`src/rtl/keyboard_macro_interpreter_macros.svh`:
```
// ----------------------------------------------------------------------------
// Keyboard macro interpreter assertion macros
// Shared concurrent assertion forms, clocked on clk_i, disabled in reset.
// ----------------------------------------------------------------------------
`ifndef KEYBOARD_MACRO_INTERPRETER_MACROS_SVH
`define KEYBOARD_MACRO_INTERPRETER_MACROS_SVH

// same-cycle implication
`define KMI_ASSERT_IMP(lbl, ante, cons) \
  lbl: assert property (@(posedge clk_i) disable iff (!rst_ni) (ante) |-> (cons)) \
    else $error("kmi assertion failed");

// next-cycle implication
`define KMI_ASSERT_NXT(lbl, ante, cons) \
  lbl: assert property (@(posedge clk_i) disable iff (!rst_ni) (ante) |=> (cons)) \
    else $error("kmi assertion failed");

`endif

```
`src/rtl/kmi_pkg.sv`:
```
// ----------------------------------------------------------------------------
// kmi_pkg
// Constants, codes and controller/datapath interface types.
// ----------------------------------------------------------------------------
package kmi_pkg;

  localparam int ProgBytes = 1024;
  localparam int AW        = $clog2(ProgBytes);
  localparam int PCW       = AW + 1;
  localparam int HeldSlots = 8;
  localparam int HW        = $clog2(HeldSlots);
  localparam int HCW       = $clog2(HeldSlots + 1);
  localparam int MaxRes    = 64;
  localparam int RCW       = $clog2(MaxRes + 1);

  typedef enum logic [1:0] {
    IN_LOAD  = 2'd0,
    IN_START = 2'd1,
    IN_TICK  = 2'd2,
    IN_NONE  = 2'd3
  } in_op_e;

  typedef enum logic [1:0] {
    K_PRESS   = 2'd0,
    K_RELEASE = 2'd1,
    K_TEXT    = 2'd2,
    K_DONE    = 2'd3
  } kind_e;

  localparam logic [7:0] OPC_END   = 8'd0;
  localparam logic [7:0] OPC_TAP   = 8'd1;
  localparam logic [7:0] OPC_DOWN  = 8'd2;
  localparam logic [7:0] OPC_UP    = 8'd3;
  localparam logic [7:0] OPC_DELAY = 8'd4;
  localparam logic [7:0] OPC_TEXT  = 8'd5;

  localparam logic CFG_FLUSH_TO = 1'b0;
  localparam logic CFG_TEXT_TO  = 1'b1;

  localparam logic [15:0] FLUSH_TO_RST = 16'd250;
  localparam logic [15:0] TEXT_TO_RST  = 16'd5000;

  typedef struct packed {
    logic [7:0]    mods;
    logic [7:0]    key;
    logic [AW-1:0] taddr;
    logic [7:0]    tlen;
    kind_e         kind;
  } result_t;

  typedef struct packed {
    logic       mem_we;
    logic       start;
    logic       tick_load;
    logic [1:0] rd_off;
    logic       cap_opc;
    logic       cap_b1;
    logic       cap_b2;
    logic       exec;
    logic       fin;
    logic       wake_rel;
    logic       flush_pend;
  } kmi_cmd_t;

  typedef struct packed {
    logic       len_nz;
    logic [7:0] opc;
    logic       at_end;
    logic       delay_done;
    logic       flush_done;
    logic       text_done;
    logic       fin_end;
    logic       cap_hit;
    logic       can_emit;
    logic       pend_valid;
    logic       out_free;
  } kmi_stat_t;

endpackage

```
`src/rtl/kmi_ctrl.sv`:
```
// ----------------------------------------------------------------------------
// kmi_ctrl
// Sequencer: item intake, wait exit, opcode fetch/execute and finish steps.
// ----------------------------------------------------------------------------
module kmi_ctrl import kmi_pkg::*; (
  input  logic      clk_i,
  input  logic      rst_ni,
  input  logic      s_tvalid,
  output logic      s_tready,
  input  logic [1:0] s_tuser,
  input  kmi_stat_t st_i,
  output kmi_cmd_t  cmd_o
);

  typedef enum logic [8:0] {
    S_IDLE = 9'b000000001,
    S_WAKE = 9'b000000010,
    S_LOOP = 9'b000000100,
    S_RD0  = 9'b000001000,
    S_RD1  = 9'b000010000,
    S_RD2  = 9'b000100000,
    S_EXEC = 9'b001000000,
    S_FIN  = 9'b010000000,
    S_DONE = 9'b100000000
  } state_e;

  typedef enum logic [5:0] {
    M_IDLE   = 6'b000001,
    M_RUN    = 6'b000010,
    M_DELAY  = 6'b000100,
    M_FLUSH  = 6'b001000,
    M_TEXT   = 6'b010000,
    M_FINISH = 6'b100000
  } mode_e;

  state_e state_q, state_d;
  mode_e  mode_q, mode_d;
  logic   accept;

  assign s_tready = (state_q == S_IDLE);
  assign accept   = s_tvalid && s_tready;

  always_comb begin
    state_d = state_q;
    mode_d  = mode_q;
    cmd_o   = '0;
    unique case (state_q)
      S_IDLE: begin
        if (accept) begin
          case (in_op_e'(s_tuser))
            IN_LOAD: cmd_o.mem_we = 1'b1;
            IN_START: begin
              if (mode_q == M_IDLE && st_i.len_nz) begin
                cmd_o.start = 1'b1;
                mode_d      = M_RUN;
              end
            end
            IN_TICK: begin
              if (mode_q != M_IDLE) begin
                cmd_o.tick_load = 1'b1;
                state_d         = S_WAKE;
              end
            end
            default: ;
          endcase
        end
      end
      S_WAKE: begin
        case (mode_q)
          M_DELAY: begin
            if (st_i.delay_done) begin
              mode_d  = M_RUN;
              state_d = S_LOOP;
            end else begin
              state_d = S_DONE;
            end
          end
          M_FLUSH: begin
            if (!st_i.flush_done) begin
              state_d = S_DONE;
            end else if (st_i.can_emit) begin
              cmd_o.wake_rel = 1'b1;
              mode_d         = M_RUN;
              state_d        = S_LOOP;
            end
          end
          M_TEXT: begin
            if (st_i.text_done) begin
              mode_d  = M_RUN;
              state_d = S_LOOP;
            end else begin
              state_d = S_DONE;
            end
          end
          default: state_d = S_LOOP;
        endcase
      end
      S_LOOP: begin
        if (st_i.cap_hit || !(mode_q == M_RUN || mode_q == M_FINISH)) begin
          state_d = S_DONE;
        end else if (mode_q == M_FINISH) begin
          state_d = S_FIN;
        end else if (st_i.at_end) begin
          mode_d = M_FINISH;
        end else begin
          state_d = S_RD0;
        end
      end
      S_RD0: begin
        cmd_o.cap_opc = 1'b1;
        cmd_o.rd_off  = 2'd1;
        state_d       = S_RD1;
      end
      S_RD1: begin
        cmd_o.cap_b1 = 1'b1;
        cmd_o.rd_off = 2'd2;
        state_d      = S_RD2;
      end
      S_RD2: begin
        cmd_o.cap_b2 = 1'b1;
        state_d      = S_EXEC;
      end
      S_EXEC: begin
        if (st_i.can_emit) begin
          cmd_o.exec = 1'b1;
          state_d    = S_LOOP;
          unique case (st_i.opc) inside
            OPC_TAP:          mode_d = M_FLUSH;
            OPC_DOWN, OPC_UP: mode_d = M_RUN;
            OPC_DELAY:        mode_d = M_DELAY;
            OPC_TEXT:         mode_d = M_TEXT;
            default:          mode_d = M_FINISH;
          endcase
        end
      end
      S_FIN: begin
        if (st_i.can_emit) begin
          cmd_o.fin = 1'b1;
          if (st_i.fin_end) mode_d = M_IDLE;
          state_d = S_LOOP;
        end
      end
      S_DONE: begin
        // last result of the item goes out with tlast set
        if (!st_i.pend_valid || st_i.out_free) begin
          cmd_o.flush_pend = 1'b1;
          state_d          = S_IDLE;
        end
      end
      default: state_d = S_IDLE;
    endcase
  end

  always_ff @(posedge clk_i or negedge rst_ni) begin
    if (!rst_ni) begin
      state_q <= S_IDLE;
      mode_q  <= M_IDLE;
    end else begin
      state_q <= state_d;
      mode_q  <= mode_d;
    end
  end

endmodule

```
`config.mk`:
```
export PLATFORM = sky130hd
export DESIGN_NAME = kmi_ctrl
export DESIGN_NICKNAME = d
export VERILOG_FILES = /design/src/rtl/keyboard_macro_interpreter_macros.svh /design/src/rtl/kmi_pkg.sv /design/src/rtl/kmi_ctrl.sv
export SDC_FILE = /design/constraint.sdc
export NUM_CORES = 1
export LEC_CHECK = 0
export ABC_CLOCK_PERIOD_IN_PS = 4000
export BUFFER_PORTS_ARGS = -buffer_cell sky130_fd_sc_hd__buf_2
export CAP_MARGIN = 20
export CORE_UTILIZATION = 51
export CTS_CLUSTER_SIZE = 40
export DETAILED_ROUTE_END_ITERATION = 8
export PLACE_DENSITY_LB_ADDON = 0.25
export SLEW_MARGIN = 40
export SYNTH_ARGS = -nofsm -noshare
export SYNTH_HDL_FRONTEND = slang
export SYNTH_SLANG_ARGS = --single-unit
export TNS_END_PERCENT = 20
```
`constraint.sdc`:
```
create_clock -name clk_i -period 4 [get_ports clk_i]
set_clock_uncertainty 0.05 [all_clocks]
set_input_delay 0.8 -clock clk_i [delete_from_list [all_inputs] [get_ports clk_i]]
set_output_delay 0.8 -clock clk_i [all_outputs]
set_load 0.1 [all_outputs]
```
==> results by group <==
Run status
  – Run status: complete, no violations

Critical path
  – Buf/Inv on CP: 1
  – Crit path max-delay family: simple AND/OR/NAND/NOR gates
  – Worst EP required: 3.15 ns
  – Worst setup SP type: flip-flop
  – Worst Path Max Fanout: 10
  – Critical path arrival: 2.48 ns
  – Worst stage delay on the critical path: 0.57 ns
  – CP endpoint kind: output port
  – Crit path cell chain: nor3_1 -> nand4b_1 -> nor4b_2 -> buf_2
  – Worst path slowest cell: nor3_1
  – Critical path class: reg -> out

Synth
  – Mapped Cells: 139
  – Cell area after synthesis: 1186 µm²
  – Mapped Nets: 162
  – Seq cells post-synth: 15
  – Ys Warns: 0
  – Post-synthesis sequential area ratio: 0.3186
  – Syn avg cell area: 8.533 µm²
  – Post-synth cell types: 44

Power and ir drop
  – Power share of the combinational group: 0.552
  – VDD IR max: 301.9 µV
  – Leakage: 0.0007278 µW
  – Clock share of power: 0.137
  – Sw frac: 0.4888
  – Pwr Density: 462.2 nW/µm²
  – NetSw: 324.2 µW
  – Pint: 339.1 µW
  – Sequential Power Share: 0.312

Layout
  – Cell area after layout: 1435 µm²
  – Finished Core Util: 0.6488
  – Area grow syn2layout: 20.99%
  – Commonest non-fill, non-tap cells in the layout: 35 x buf_2, 13 x nor2_1, 13 x dfrtp_1
  – Commonest non-fill, non-tap cell in the layout: buf_2
  – Layout net count: 199
  – Layout cells sized above 1: 0.3200
  – N_diodes: 0
  – # fillers: 185

STA
  – Final Hold Vio Count: 0
  – Unrepaired setup endpoints after global routing: false
  – Least-Margin Pin Slew: 0.6635 ns
  – Fmax: 0.3001 GHz
  – Final Slew Violations: 0
  – Final setup fails: 0
  – Sum Neg Setup Slack: 0 ns
  – Min Tclk post-route: 3.333 ns
  – Slew headroom: 0.5536
  – Tcrit/Tclk final: 0.8332

Floorplan
  – Die W: 50.23 µm
  – Full die area: 2523 µm²
  – # IOs: 36
  – Die Ht: 50.23 µm
  – Core Area: 2212 µm²
  – Initial Utilization: 0.5362
  – Rows: 17

Clock network
  – Clock Root Buffer: clkbuf_4
  – CTS buffer count: 3
  – Clk sinks: 15
  – Clk Latency, worst-skew pair: 0.29 ns
  – Clk buf depth: 2
  – Postcts setup bufs: 0
  – CTS resizes: 0
  – Cts hold-fix bufs: 0
  – Clock transition at path regs: 0.10 ns
  – H-tree Lvls: 1
  – CTS tree: yes

Global routing
  – GR Overflow Total: 0
  – Largest net degree at the start of global routing: 16
  – Vias in the first global route: 1119
  – Initial antenna violation count: 0
  – Gr usage total: 0.2682
  – First-pass GRT wire length: 4995 µm

Detailed routing
  – Drt first pass iters: 4
  – DRC: 0
  – Vias per cell: 6.212
  – Wirelength per Cell: 15.85 µm
  – Post-route ant nets: 0
  – Routed WL: 3217 µm
  – Total number of vias: 1261
  – DR iter-0 viols: 60

Place
  – # port buffers: 35
  – RePlAce Congestion: 0.9083
  – DPL Wire Length: 2447 µm
  – Placed cell area: 1395 µm²

Hold path
  – Worst min path class: in -> async

Run
  – # Max-Cap Violations: 0
-- worst register-to-register path, delay by kind of cell, from the launching register on --
kind | cells | cell delay [ns]
AO/OA/AOI/OAI | 1 | 0.37
multiplexers | 1 | 0.37
flip-flops | 1 | 0.47
AND/OR/NAND/NOR | 4 | 1.78
-- synthesized netlist by cell type, drive strengths merged --
library cell  count  share of area
a2111oi           1         0.0074
a211oi            1         0.0063
a21boi            1         0.0063
a21o              2          0.013
a21oi             7          0.030
a221o             1         0.0084
a22o              2          0.015
a22oi             1         0.0063
a31oi             1         0.0053
and3              8          0.042
and3b             1         0.0074
and4              2          0.015
and4b             1         0.0084
buf               2         0.0095
clkbuf            3         0.0095
dfrtp            13           0.27
dfstp             2          0.044
inv               7          0.022
mux2              6          0.076
nand2             4          0.013
nand2b            2          0.011
nand3             2         0.0084
nand3b            4          0.025
nand4             3          0.016
nand4b            4          0.030
nor2             13          0.041
nor2b             5          0.026
nor3              6          0.025
nor4              7          0.042
nor4b             3          0.022
nor4bb            2          0.017
o21ai            10          0.042
o221ai            2          0.015
o22ai             1         0.0053
or2               2          0.011
or2b              1         0.0063
or3               1         0.0053
or4               3          0.019
xor2              2          0.015
-- metrics by stage --
step | hold WS, ns | cells | total power, µW | setup slack (ns)
2_1_floorplan | 0.4544 | 139 | 489.0 | 0.1522
6_report | 0.3436 | 203 | 663.3 | 0.6672
3_3_place_gp | 0.5410 | 199 | 553.0 | 0.9189
3_5_place_dp | 0.5536 | 199 | 562.5 | 0.8656
5_1_grt | 0.3697 | 203 | 701.8 | 0.5896
4_1_cts | 0.3531 | 203 | 657.8 | 0.7095
-- path summary, 6_finish.rpt --
path / start / endpoint / slack [ns] / cells after the start
hold reg to reg: mode_q[4] / mode_q[4] / 0.60 / 1
min in group clk_i: mode_q[4] / mode_q[4] / 0.60 / 1
setup reg to reg: mode_q[2] / mode_q[2] / 0.85 / 6
hold / removal: rst_ni / state_q[6] / 0.34 / 1
setup / recovery: state_q[6] / cmd_o[11] / 0.67 / 4
max in group asynchronous: rst_ni / state_q[0] / 3.25 / 1
-- flip-flops by register name, summed over array words and instances (netlist names) --
signal	count
state_q	9
mode_q	6
-- cell families (layout without fill, tap and decap cells) --
| logic type | after synthesis | after routing | synth area share |
|---|---|---|---|
| muxes | 6 | 6 | 0.07595 |
| DFF | 15 | 15 | 0.3186 |
| buffers and inverters | 12 | 48 | 0.04114 |
| and+or+nand+nor | 74 | 74 | 0.3903 |
| AOI/OAI and AO/OA | 30 | 30 | 0.1593 |
| xor gates and xnor gates | 2 | 2 | 0.01477 |
-- area by class of cell --
| type | instances | area [µm²] | area share |
|---|---|---|---|
| Sequential cell | 15 | 377.9 | 0.2633 |
| Multi-Input combinational cell | 112 | 778.2 | 0.5423 |
| Clock buffer | 3 | 22.52 | 0.01569 |
| Tap cell | 28 | 35.03 | 0.02441 |
| Clock inverter | 1 | 5.005 | 0.003487 |
| Inverter | 7 | 26.28 | 0.01831 |
| Timing Repair Buffer | 37 | 190.2 | 0.1325 |
-- layer usage --
metal | track usage | share of wire | vias to the layer above
li1 | - | - | 606
met1 | 0.3384 | 0.43 | 579
met2 | 0.4489 | 0.49 | 65
met3 | 0.03030 | 0.058 | 11
met4 | 0.1333 | 0.020 | 0
met5 | 0 | 0 | -
-- power groups by stage --
stage | registers (µW) | clock network [µW] | logic, µW
after floorplan | 187 | 0 | 302
after global placement | 206 | 0 | 347
after detailed placement | 207 | 0 | 355
after CTS | 204 | 94.7 | 359
after global routing | 211 | 97.7 | 393
final | 207 | 90.7 | 366
Power figures use the tool's default switching activity.
